==> src/rtl/ftt_pkg.sv <==
// Shared types, constants and helper functions for the flow TTL table.
// Used by every module of the block except ftt_ram; depends on nothing.
package ftt_pkg;

    // Table geometry (entries must be a power of two: the index is the low bits)
    localparam int TABLE_ENTRIES = 1024;
    localparam int IDX_W         = $clog2(TABLE_ENTRIES);
    localparam int CNT_W         = IDX_W + 1;

    // Field widths
    localparam int ACT_W   = 2;
    localparam int PROTO_W = 8;
    localparam int TTL_W   = 7;
    localparam int VERD_W  = 2;
    localparam int FLOW_W  = 10;
    localparam int AGED_W  = 11;

    // Actions
    localparam logic [ACT_W-1:0] ACT_OUT  = 2'd0;
    localparam logic [ACT_W-1:0] ACT_IN   = 2'd1;
    localparam logic [ACT_W-1:0] ACT_TICK = 2'd2;

    // Protocol numbers
    localparam logic [PROTO_W-1:0] PROTO_ICMP = 8'd1;
    localparam logic [PROTO_W-1:0] PROTO_TCP  = 8'd6;
    localparam logic [PROTO_W-1:0] PROTO_UDP  = 8'd17;

    // Verdicts
    localparam logic [VERD_W-1:0] V_PASS   = 2'd0;
    localparam logic [VERD_W-1:0] V_NEWTTL = 2'd1;
    localparam logic [VERD_W-1:0] V_DROP   = 2'd2;
    localparam logic [VERD_W-1:0] V_TICK   = 2'd3;

    localparam logic [TTL_W-1:0] TTL_FLOOR = 7'd10;

    // Request and response payloads
    typedef struct packed {
        logic [ACT_W-1:0]   action;
        logic [31:0]        src_ip;
        logic [31:0]        dest_ip;
        logic [15:0]        src_port;
        logic [15:0]        dst_port;
        logic [PROTO_W-1:0] protocol;
        logic               fin_flag;
        logic [7:0]         random_byte;
    } req_t;

    typedef struct packed {
        logic [VERD_W-1:0] verdict;
        logic [TTL_W-1:0]  new_ttl;
        logic [FLOW_W-1:0] flow_index;
        logic [AGED_W-1:0] aged_count;
    } rsp_t;

    // Table entries
    typedef struct packed {
        logic             valid;
        logic [TTL_W-1:0] ttl;
    } tcp_ent_t;

    typedef struct packed {
        logic             valid;
        logic             active;
        logic [TTL_W-1:0] ttl;
    } udp_ent_t;

    // Controller to datapath commands
    typedef struct packed {
        logic load_req;   // latch the request on accept
        logic rd_port;    // read address from the request port
        logic rd_sweep;   // read address from the sweep counter
        logic cnt_clr;    // zero the sweep counter and aged count
        logic cnt_inc;    // advance the sweep counter
        logic clr_wr;     // write empty entries at the sweep counter
        logic age_wr;     // write back the aged entry behind the counter
        logic pkt_wr;     // packet read-modify-write and response load
        logic age_done;   // tick response load and phase flip
    } ftt_cmd_t;

    // Datapath to controller status
    typedef struct packed {
        logic req_tick;
        logic cnt_zero;
        logic cnt_last;
        logic cnt_end;
        logic slot_free;
    } ftt_sts_t;

    // Flow index: ((sip | dip) & (sp | dp)) | proto, low bits
    function automatic logic [IDX_W-1:0] flow_idx(req_t r);
        logic [31:0] h;
        h = ((r.src_ip | r.dest_ip) & {16'd0, r.src_port | r.dst_port})
            | {24'd0, r.protocol};
        return h[IDX_W-1:0];
    endfunction

    // New TTL from a random byte, lifted to at least the floor
    function automatic logic [TTL_W-1:0] fresh_ttl(logic [7:0] rnd);
        logic [TTL_W-1:0] t;
        t = rnd[TTL_W-1:0];
        if (t < TTL_FLOOR)
            t = t + TTL_FLOOR;
        return t;
    endfunction

endpackage

==> src/rtl/ftt_ctrl.sv <==
// Sequencer for the flow TTL table: clearing pass, packet update, aging sweep.
// Depends on ftt_pkg for command and status types.
module ftt_ctrl (
    input  logic              clk,
    input  logic              rst_n,
    input  logic              req_valid,
    output logic              req_stall,
    input  ftt_pkg::ftt_sts_t sts,
    output ftt_pkg::ftt_cmd_t cmd
);

    localparam logic [2:0] ST_CLR  = 3'd0;
    localparam logic [2:0] ST_IDLE = 3'd1;
    localparam logic [2:0] ST_UPD  = 3'd2;
    localparam logic [2:0] ST_AGE  = 3'd3;
    localparam logic [2:0] ST_FIN  = 3'd4;

    logic [2:0] state_reg;
    logic [2:0] state_next;

    // State register; reset starts the clearing pass
    always_ff @(posedge clk or negedge rst_n)
    begin
        if (!rst_n)
        begin
            state_reg <= ST_CLR;
        end
        else
        begin
            state_reg <= state_next;
        end
    end

    assign req_stall = (state_reg != ST_IDLE);

    // Next state and commands
    always_comb
    begin
        state_next = state_reg;
        cmd        = '0;
        unique case (state_reg)
            ST_CLR:
            begin
                cmd.clr_wr  = 1'b1;
                cmd.cnt_inc = 1'b1;
                if (sts.cnt_last)
                begin
                    cmd.cnt_inc = 1'b0;
                    cmd.cnt_clr = 1'b1;
                    state_next  = ST_IDLE;
                end
            end
            ST_IDLE:
            begin
                cmd.rd_port = 1'b1;
                if (req_valid)
                begin
                    cmd.load_req = 1'b1;
                    if (sts.req_tick)
                    begin
                        cmd.cnt_clr = 1'b1;
                        state_next  = ST_AGE;
                    end
                    else
                    begin
                        state_next = ST_UPD;
                    end
                end
            end
            ST_UPD:
            begin
                // entry data is held until the response slot frees up
                if (sts.slot_free)
                begin
                    cmd.pkt_wr = 1'b1;
                    state_next = ST_IDLE;
                end
            end
            ST_AGE:
            begin
                // read entry n while writing back entry n-1
                cmd.rd_sweep = 1'b1;
                cmd.age_wr   = !sts.cnt_zero;
                cmd.cnt_inc  = !sts.cnt_end;
                if (sts.cnt_end)
                begin
                    state_next = ST_FIN;
                end
            end
            ST_FIN:
            begin
                if (sts.slot_free)
                begin
                    cmd.age_done = 1'b1;
                    state_next   = ST_IDLE;
                end
            end
            default:
            begin
                state_next = ST_CLR;
            end
        endcase
    end

endmodule

==> config.mk <==
export PLATFORM = sky130hd
export DESIGN_NAME = ftt_ctrl
export DESIGN_NICKNAME = d
export VERILOG_FILES = /design/src/rtl/ftt_pkg.sv /design/src/rtl/ftt_ctrl.sv
export SDC_FILE = /design/constraint.sdc
export NUM_CORES = 1
export LEC_CHECK = 0
export ABC_AREA = 1
export BUFFER_PORTS_ARGS = -buffer_cell sky130_fd_sc_hd__buf_2
export CORE_AREA = 2 2 39 41
export DETAILED_ROUTE_END_ITERATION = 10
export DIE_AREA = 0 0 41 43
export GPL_ROUTABILITY_DRIVEN = 1
export PLACE_DENSITY = 0.47
export SYNTH_ARGS = -nofsm -noshare
export SYNTH_HDL_FRONTEND = slang
export SYNTH_SLANG_ARGS = --single-unit
==> constraint.sdc <==
create_clock -name clk -period 1.4 [get_ports clk]
set_input_delay 0.35 -clock clk [delete_from_list [all_inputs] [get_ports clk]]
set_output_delay 0.35 -clock clk [all_outputs]
set_load 0.02 [all_outputs]
; ---- Word-level counts from Yosys, hierarchy flattened
; Cells that the tools add are included.
[word_totals]
regBits = 3
inputBits = 8
out_inout_bits = 10
word_cells = 34
[classes]
n_eq_ne = 9
mux = 19
reduce_logical = 5
[op_table]
columns = operator, n
row1 = 3-bit two-way mux, 4
row2 = 3-bit one-hot mux with 4 select lines, 1
row3 = 1-bit two-way mux, 10
row4 = "3-bit by 2-bit == test with 1-bit output, second input constant", 2
row5 = "2-bit inequality test, second input constant", 3
row6 = 2-bit two-way mux, 2
row7 = 1-bit one-hot mux with 2 select lines, 2
row8 = 4-bit AND reduction, 1
row9 = "3-bit by 1-bit == test with 1-bit output, second input constant", 1
row10 = "3-bit == test, second input constant", 1
row11 = 3-bit zero test, 1
row12 = "3-bit by 1-bit inequality test with 1-bit output, second input constant", 1
row13 = 1-bit zero test, 2
row14 = "2-bit by 1-bit inequality test with 1-bit output, second input constant", 1
row15 = 2-bit OR reduction, 1

; ---- Logic depth before layout (Yosys ltp)
; Gate-level depths: netlist of run 1.
[depth]
depth_word = 4
depth_mapped = 8
depth_no_buf = 8

; ---- Least setup slack after synthesis of run 1
; OpenSTA, ideal clock, no wires.
[synth_timing]
path_kind = flip-flop to output port
from = register state_reg[2]
to = output cmd[5] (netlist name)
arrival_ns = 1.242
t_required_ns = 1.050
setup_slack_ns = -0.192
path_stages_with_launch = 6
n_path_buf = 0
path_cell_list = dfrtp_1 -> nor3_2 -> nand2_1 -> inv_1 -> nand2_1 -> o21ai_1
[synth_rtl]
columns = element, line
row1 = "start, declared", ftt_ctrl.sv:18  ; logic [2:0] state_reg;
row2 = "start signal, assigned", ftt_ctrl.sv:30  ; state_reg <= state_next;
row3 = "end, declared", ftt_ctrl.sv:9  ; output ftt_pkg::ftt_cmd_t cmd

==> summary.txt, run 1 <==
Status: complete, but fails checks
1st-iter DRT viols: 6
Port Buf Inserts: 17
Fmax: 601 MHz
Max cap viols: 0
GR Layer Usage met2: 0.225
RSZ-0062 raised after global routing: yes
Final hold violation count: 0
Fin crit share: 1.19
Pwr Density: 2520 mW/mm²
ANT nets after route: 0
Average vias per placed instance: 4.29
Final wirelength: 1.04 mm
First drt pass iteration count: 4
Clk_lat worst skew: 0.24 ns
Antenna cells: 0
Placed Cells: 83
Slew @ Worst Pin: 0.200 ns
GRT busiest layer: met2
HPWL after detailed placement: 579 µm
Die area: 0.00176 mm²
Area grow syn2layout: 174%
Setup crit end kind: output pin
Layout Nets: 96
Hold crit path type: in2async
Post-Syn Area per Cell: 5.96 µm²
# setup viols final: 11
Fin util: 0.542
Worst path max stage delay: 0.46 ns
Seq/Total Area, Yosys: 0.274
Die Height: 43 µm
I/O pin count: 18
Clk sinks: 3
Clock slew at reported path FFs: 0.04 ns
FF+latch count, synth: 3
Via count: 442
Effective utilization at floorplan: 0.198
Vias in the first global route: 403
Core Area: 0.00138 mm²
Peak supply drop: 0.963 mV
Wire per inst: 10.1 µm
Clk buf depth: 2
Initial antenna violation count: 0
First-pass GRT wire length: 1.58 mm
CP arrival: 1.31 ns
Rel. slew slack: 0.866
Net Count, Synth: 54
Flop-to-flop setup slack: -0.07 ns
CTS tree: built
Setup crit start kind: flip-flop
WS Path Type: reg2out
Sum Neg Setup Slack: -1.97 ns
Slowest cell on crit path: dfrtp_2
Yosys cell types: 15
Row cnt: 14
GR Util All Layers: 0.139
Failing checks: setup timing
Routing usage on met1: 0.145
Max Slew Vio Count: 0
Final Wtd Congestion: 0.777
GRT overflow: 0
GR Util met3: 0.0314
Crit path max-delay family: flip-flops
Leakage dissipation: 0.394 nW
Post-route setup slack: -0.263 ns
Share of layout cells above drive strength 1: 0.782
Post-Syn Area: 274 µm²
Largest net degree at the start of global routing: 6
Final min period: 1.66 ns
Max reg flops: 3
Post-synthesis cell count: 46
Req. time, crit path: 1.05 ns
YS warnings: 0
Clk root buf: clkbuf_4
Reg2Reg Depth: 9
CP Cell Sequence: buf_12 > nor2_4 > nand2_2 > o21ai_4 > buf_6
CP Max Fanout: 4
Skew final: 0.00156 ns
Finished Layout Cells: 103
DIE WIDTH: 41 µm
H-tree levels: 1
Remaining DRCs: 0
Crit path depth: 5
CTS Buf Count: 3
WP buf/inv: 2
==> cell families (layout without fill, tap and decap cells) <==
family / after synthesis / count (layout) / share of synthesized area
buffers and inverters: 12 / 53 / 0.178
and+or+nand+nor: 29 / 29 / 0.511
AOI/OAI and AO/OA: 2 / 2 / 0.0365
DFF: 3 / 3 / 0.274
==> stage by stage <==
step / area (µm²) / power, mW / worst slack (ns) / hold WS (ns)
after global routing: 751 / 2.02 / -0.314 / 0.445
after global placement: 429 / 0.987 / -0.0629 / 0.146
after detailed placement: 429 / 0.991 / -0.0584 / 0.146
after CTS: 646 / 1.59 / -0.264 / 0.427
after floorplan: 294 / 0.730 / 0.00183 / 0.0544
final: 751 / 1.89 / -0.263 / 0.432
==> report_power, final <==
part / internal, mW / switching, mW / total (mW)
Clock: 0.107 / 0.0520 / 0.159
Sequential: 0.137 / 0.0771 / 0.214
Combinational: 0.818 / 0.697 / 1.51
==> cells in the mapped netlist <==
master   number  area, µm²
nand2_2       3       18.8
nor3_1        1       5.00
nor2_2        1       6.26
nand4_1       1       6.26
nor3_2        1       10.0
o21ai_1       1       5.00
dfrtp_1       3       75.1
inv_2         2       7.51
nor2_1        3       11.3
nand2_1      14       52.6
inv_1         9       33.8
nand3_1       4       20.0
buf_4         1       7.51
nand3_2       1       10.0
o21ai_0       1       5.00
==> per-layer routing <==
metal / share of wire / vias to the layer above
met5: 0 / -
met3: 0.035 / 4
met1: 0.38 / 204
li1: - / 219
met2: 0.54 / 15
met4: 0.041 / 0
==> placed cells by master (no fill, tap or decap), types with 2 or more instances in the layout <==
| cell | instances |
|---|---|
| nand2_2 | 10 |
| buf_2 | 7 |
| inv_1 | 5 |
| buf_4 | 11 |
| buf_6 | 18 |
| clkbuf_4 | 3 |
| nand2_1 | 7 |
| dfrtp_2 | 3 |
| nor2_4 | 2 |
| nor3_4 | 2 |
| nand3_1 | 2 |
| inv_2 | 5 |
| nand3_2 | 2 |
==> layout make-up <==
| cell class | count | area [µm²] |
|---|---|---|
| inverter | 11 | 46.3 |
| timing repair buffer | 38 | 350 |
| clock buffer | 4 | 26.3 |
| multi-input combinational | 31 | 229 |
| fill | 136 | 633 |
| sequential | 3 | 78.8 |
| tap | 16 | 20.0 |
==> worst paths after layout <==
check                               end         start
setup / recovery                 cmd[5]  state_reg[1]
hold / removal             state_reg[1]         rst_n
setup reg to reg           state_reg[1]  state_reg[1]
hold reg to reg            state_reg[0]  state_reg[0]
max in group asynchronous  state_reg[2]         rst_n
min in group clk           state_reg[0]        sts[4]
==> what timing repair did <==
item                                    in CTS  in global routing
pin swaps                                    8                  7
hold buffers                                 1                  0
endpoints found under the hold margin        3                  0
gates resized for setup                     32                 20
buffers inserted                            10                  7
endpoints found under the setup margin      10                 13
Power figures use the tool's default switching activity.
==> run 2, diff against run 1 <==
--- a/config.mk
+++ b/config.mk
@@ -12,6 +12,7 @@
 export DIE_AREA = 0 0 41 43
 export GPL_ROUTABILITY_DRIVEN = 1
 export PLACE_DENSITY = 0.47
+export RECOVER_POWER = 50
 export SYNTH_ARGS = -nofsm -noshare
 export SYNTH_HDL_FRONTEND = slang
 export SYNTH_SLANG_ARGS = --single-unit
==> summary.txt, run 2 (synthesized netlist as in run 1, its figures left out) <==
Status: complete, but fails checks
Failing checks: setup timing
HPWL after detailed placement: 579 µm (unchanged)
DIE WIDTH: 41 µm (unchanged)
Die Height: 43 µm (unchanged)
Area of the multi-input gates: 229 µm² (unchanged)
CTS Buf Count: 3 (unchanged)
Vias in the first global route: 403 (unchanged)
Req. time, crit path: 1.05 ns (about the same)
CTS tree: built
Rel. slew slack: 0.866 (unchanged)
Final min period: 1.66 ns (+0.0000210 ns)
Via count: 442 (unchanged)
Average vias per placed instance: 4.29 (unchanged)
Final hold violation count: 0 (unchanged)
Setup crit start kind: flip-flop
Most frequent cells in the layout: buf_6 (18), buf_4 (11), nand2_2 (10)
CP arrival: 1.31 ns (about the same)
Antenna cells: 0 (unchanged)
Crit path max-delay family: flip-flops
Filler Cell Count: 137 (+0.74%)
Peak supply drop: 0.962 mV (about the same)
Max Slew Vio Count: 0 (unchanged)
Crit path depth: 5 (unchanged)
Fin crit share: 1.19 (about the same)
Clock slew at reported path FFs: 0.04 ns (about the same)
First drt pass iteration count: 4 (unchanged)
Port Buf Inserts: 17 (unchanged)
Worst path max stage delay: 0.46 ns (about the same)
1st-iter DRT viols: 6 (unchanged)
I/O pin count: 18 (unchanged)
Setup crit end kind: output pin
Row cnt: 14 (unchanged)
Worst Setup SP: state_reg[1]
Post-route setup slack: -0.263 ns (-0.0000210 ns)
Pwr Density: 2520 mW/mm² (+0.15%)
Remaining DRCs: 0 (unchanged)
Core Area: 0.00138 mm² (unchanged)
Most common cell after layout, fill and taps aside: buf_6
Max reg flops: 3 (unchanged)
Share of layout cells above drive strength 1: 0.770 (-0.0115)
Slew @ Worst Pin: 0.200 ns (unchanged)
Clk root buf: clkbuf_4
Final Wtd Congestion: 0.777 (unchanged)
WP buf/inv: 2 (unchanged)
Initial antenna violation count: 0 (unchanged)
Worst R2R Start: state_reg[1]
Largest net degree at the start of global routing: 6 (unchanged)
Skew final: 0.00156 ns (-0.000000140 ns)
Sum Neg Setup Slack: -1.97 ns (-0.000210 ns)
Final wirelength: 1.04 mm (about the same)
CP Max Fanout: 4 (unchanged)
WS Path Type: reg2out
Slowest cell on crit path: dfrtp_2
GRT overflow: 0 (unchanged)
Hold crit path type: in2async
Fmax: 601 MHz (about the same)
ANT nets after route: 0 (unchanged)
Effective utilization at floorplan: 0.198 (unchanged)
CP Cell Sequence: buf_12 > nor2_4 > nand2_2 > o21ai_4 > buf_6
H-tree levels: 1 (unchanged)
First-pass GRT wire length: 1.58 mm (unchanged)
Layout Nets: 96 (unchanged)
Wire per inst: 10.1 µm (about the same)
Max cap viols: 0 (unchanged)
RSZ-0062 raised after global routing: yes
Clk_lat worst skew: 0.24 ns (about the same)
# setup viols final: 11 (unchanged)
Leakage dissipation: 0.392 nW (-0.70%)
Worst slack at placement: -0.0584 ns (unchanged)
Area grow syn2layout: 174%
Reg2Reg Depth: 9 (unchanged)
Clk sinks: 3 (unchanged)
GR Util All Layers: 0.139 (unchanged)
Die area: 0.00176 mm² (unchanged)
Clk buf depth: 2 (unchanged)
FF+latch area: 78.8 µm² (unchanged)
## run 2: power by group
group	internal, mW	total, mW	leakage [nW]	switching [mW]
clock network	0.107	0.159	0.0150	0.0520
registers	0.137	0.214	0.0341	0.0771
logic	0.817	1.51	0.343	0.697
## run 2: final timing paths
kind / slack [ns] / endpoint
max: -0.26 / cmd[5]
min: 0.44 / state_reg[1]
max reg2reg: -0.07 / state_reg[1]
min reg2reg: 0.55 / state_reg[0]
max in group asynchronous: 0.80 / state_reg[2]
min in group clk: 0.52 / state_reg[0]
## run 2: per-stage QoR
stage	total power [mW]	util	hold WS [ns]	std cells	area [µm²]
6_report	1.89	0.542	0.441	103	749
5_1_grt	2.02	0.542	0.465	103	749
4_1_cts	1.59	0.467	0.427	98	646
3_5_place_dp	0.991	0.310	0.146	83	429
3_3_place_gp	0.987	0.310	0.146	83	429
2_1_floorplan	0.730	-	0.0544	46	294
## run 2: final cells by class
cell class	instances	area share
inverter	11	0.0618
tap	16	0.0267
multi-input combinational	31	0.306
timing repair buffer	38	0.466
sequential	3	0.105
clock buffer	4	0.0351
## run 2: per-layer routing
metal / GRT usage / vias up / wire length, µm
met4: 0.100 / 0 / 43
met5: 0 / - / 0
met1: 0.145 / 204 / 396
li1: - / 219 / -
met2: 0.225 / 15 / 562
met3: 0.0314 / 4 / 36
## run 2: timing repair
action                     4_1_cts  5_1_grt
hold buffers                     1        0
hold endpoints to repair         3        0
setup buffers                   10        7
setup endpoints to repair       10       13
pin swaps                        8        7
resized for setup               32       20
==> run 3, diff against run 2 <==
==> constraint.sdc (replaced) <==
create_clock -name clk -period 1.4 [get_ports clk]
set_input_delay 0.07 -clock clk [delete_from_list [all_inputs] [get_ports clk]]
set_output_delay 0.07 -clock clk [all_outputs]
set_load 0.02 [all_outputs]
==> summary.txt, run 3 (synthesized netlist as in run 1, its figures left out) <==
Rel. slew slack: 0.835 (-0.0312)
Reg2Reg Depth: 8 (-1)
Power, Total: 1.17 mW (-38%)
Worst path max stage delay: 0.40 ns (-0.06 ns)
GRT overflow: 0 (unchanged)
# setup viols final: 0 (-11)
Final instance area: 472 µm² (-37%)
Clk root buf: clkbuf_4
Core Area: 0.00138 mm² (unchanged)
Wire per inst: 8.20 µm (-19%)
Area after DPL: 379 µm² (-12%)
CP Cell Sequence: inv_2 > nor3_4 > nand2_1 > inv_1 > nand2_1 > o21ai_1 > buf_4
Flop-to-flop setup slack: 0.11 ns (+0.18 ns)
Row cnt: 14 (unchanged)
Slowest cell on crit path: dfrtp_1
Req. time, crit path: 1.33 ns (+0.28 ns)
I/O pin count: 18 (unchanged)
Vias in the first global route: 272 (-33%)
RSZ-0062 raised after global routing: yes
Layout Nets: 83 (-14%)
Fin util: 0.341 (-0.201)
Most frequent cells in the layout: nand2_1 (13), buf_2 (12), inv_1 (8), buf_4 (8), clkbuf_1 (5)
Final wirelength: 738 µm (-29%)
Largest net degree at the start of global routing: 7 (+1)
ANT nets after route: 0 (unchanged)
Final min period: 1.37 ns (-0.291 ns)
Skew final: 0.000743 ns (-0.000822 ns)
FF+latch area: 77.6 µm² (-1.6%)
Clk buf depth: 2 (unchanged)
First-pass GRT wire length: 1.01 mm (-36%)
CP Max Fanout: 4 (unchanged)
Clk_lat worst skew: 0.23 ns (about the same)
CTS Buf Count: 3 (unchanged)
Fmax: 729 MHz (+21%)
HPWL after detailed placement: 531 µm (-8.4%)
Status: completed
Die area: 0.00176 mm² (unchanged)
WS Path Type: reg2out
First drt pass iteration count: 4 (unchanged)
Remaining DRCs: 0 (unchanged)
Worst slack at placement: 0.223 ns (+0.282 ns)
Leakage dissipation: 0.284 nW (-27%)
Slew @ Worst Pin: 0.248 ns (+0.0484 ns)
Via count: 366 (-17%)
Max reg flops: 3 (unchanged)
Effective utilization at floorplan: 0.198 (unchanged)
Hold crit path type: in2async
Filler Cell Count: 162 (+18%)
H-tree levels: 1 (unchanged)
Top Layer Used: met3
Final Wtd Congestion: 0.779 (+0.24%)
1st-iter DRT viols: 3 (-3)
Setup crit end kind: output pin
Worst R2R Start: state_reg[1]
Peak supply drop: 1.05 mV (+9.5%)
Most common cell after layout, fill and taps aside: nand2_1
Worst R2R End: state_reg[2]
CTS tree: built
Met2 WL: 380 µm (-32%)
Fin crit share: 0.980 (-0.208)
Max cap viols: 0 (unchanged)
Clock slew at reported path FFs: 0.03 ns (about the same)
Area grow syn2layout: 72.1%
Max Slew Vio Count: 0 (unchanged)
DRT met1 WL: 304 µm (-23%)
Initial antenna violation count: 0 (unchanged)
Setup crit start kind: flip-flop
Average vias per placed instance: 4.07 (-5.2%)
Pwr Density: 2480 mW/mm² (-1.7%)
Antenna cells: 0 (unchanged)
Cell mode on critical path: nand2_1
Port Buf Inserts: 17 (unchanged)
Die Height: 43 µm (unchanged)
GR Util All Layers: 0.0856 (-0.0530)
Area of the multi-input gates: 161 µm² (-30%)
Clk sinks: 3 (unchanged)
Post-route setup slack: 0.0280 ns (+0.291 ns)
Met3 Routed Length: 52 µm (+44%)
Share of layout cells above drive strength 1: 0.486 (-0.284)
Final hold violation count: 0 (unchanged)
DIE WIDTH: 41 µm (unchanged)
CP arrival: 1.30 ns (about the same)
==> run 3: how the worst max path moves through the flow <==
stage	depth (start not counted)	endpoint	slack [ns]	from
final	7	cmd[5]	0.03	state_reg[0]
after global routing	7	cmd[5]	-0.08	state_reg[0]
after CTS	6	cmd[5]	0.004	state_reg[2]
after detailed placement	6	cmd[5]	0.22	state_reg[2]
after global placement	7	state_reg[1]	0.22	state_reg[2]
after floorplan	5	cmd[5]	0.09	state_reg[2]
==> run 3: per-stage QoR <==
stage	hold WS, ns	setup TNS [ns]	std cells
2_1_floorplan	-0.226	0	46
3_3_place_gp	-0.132	0	79
3_5_place_dp	-0.134	0	79
4_1_cts	0.0830	0	86
5_1_grt	0.176	-0.107	90
6_report	0.170	0	90
==> run 3: critical path: cells and delay by family (launching register included) <==
kind / cells / cell delay, ns
AOI/OAI and AO/OA: 1 / 0.06
buffers and inverters: 3 / 0.29
and+or+nand+nor: 3 / 0.33
DFF: 1 / 0.40
==> run 3: where the power goes <==
group          switching [mW]  internal, mW
clock                  0.0402         0.107
combinational           0.474         0.341
sequential             0.0726         0.134
==> run 3: final cells by class <==
type	count	area share
multi-input cells	31	0.342
repair buffers	25	0.308
flip-flops and latches	3	0.164
inverters	11	0.0875
clock buffers	4	0.0557
well taps	16	0.0424
==> run 3: per-layer routing <==
metal,global-route usage,vias up
met2,0.119,12
met5,0,-
li1,-,196
met4,0.0600,0
met1,0.104,158
met3,0.0314,0
==> run 3: timing repair <==
item                                    CTS  global route
pin swaps                                 0             2
hold buffers                              1             0
endpoints found under the hold margin     3             0
endpoints found under the setup margin    1             3
resized for setup                         2             5
buffers inserted                          2             4
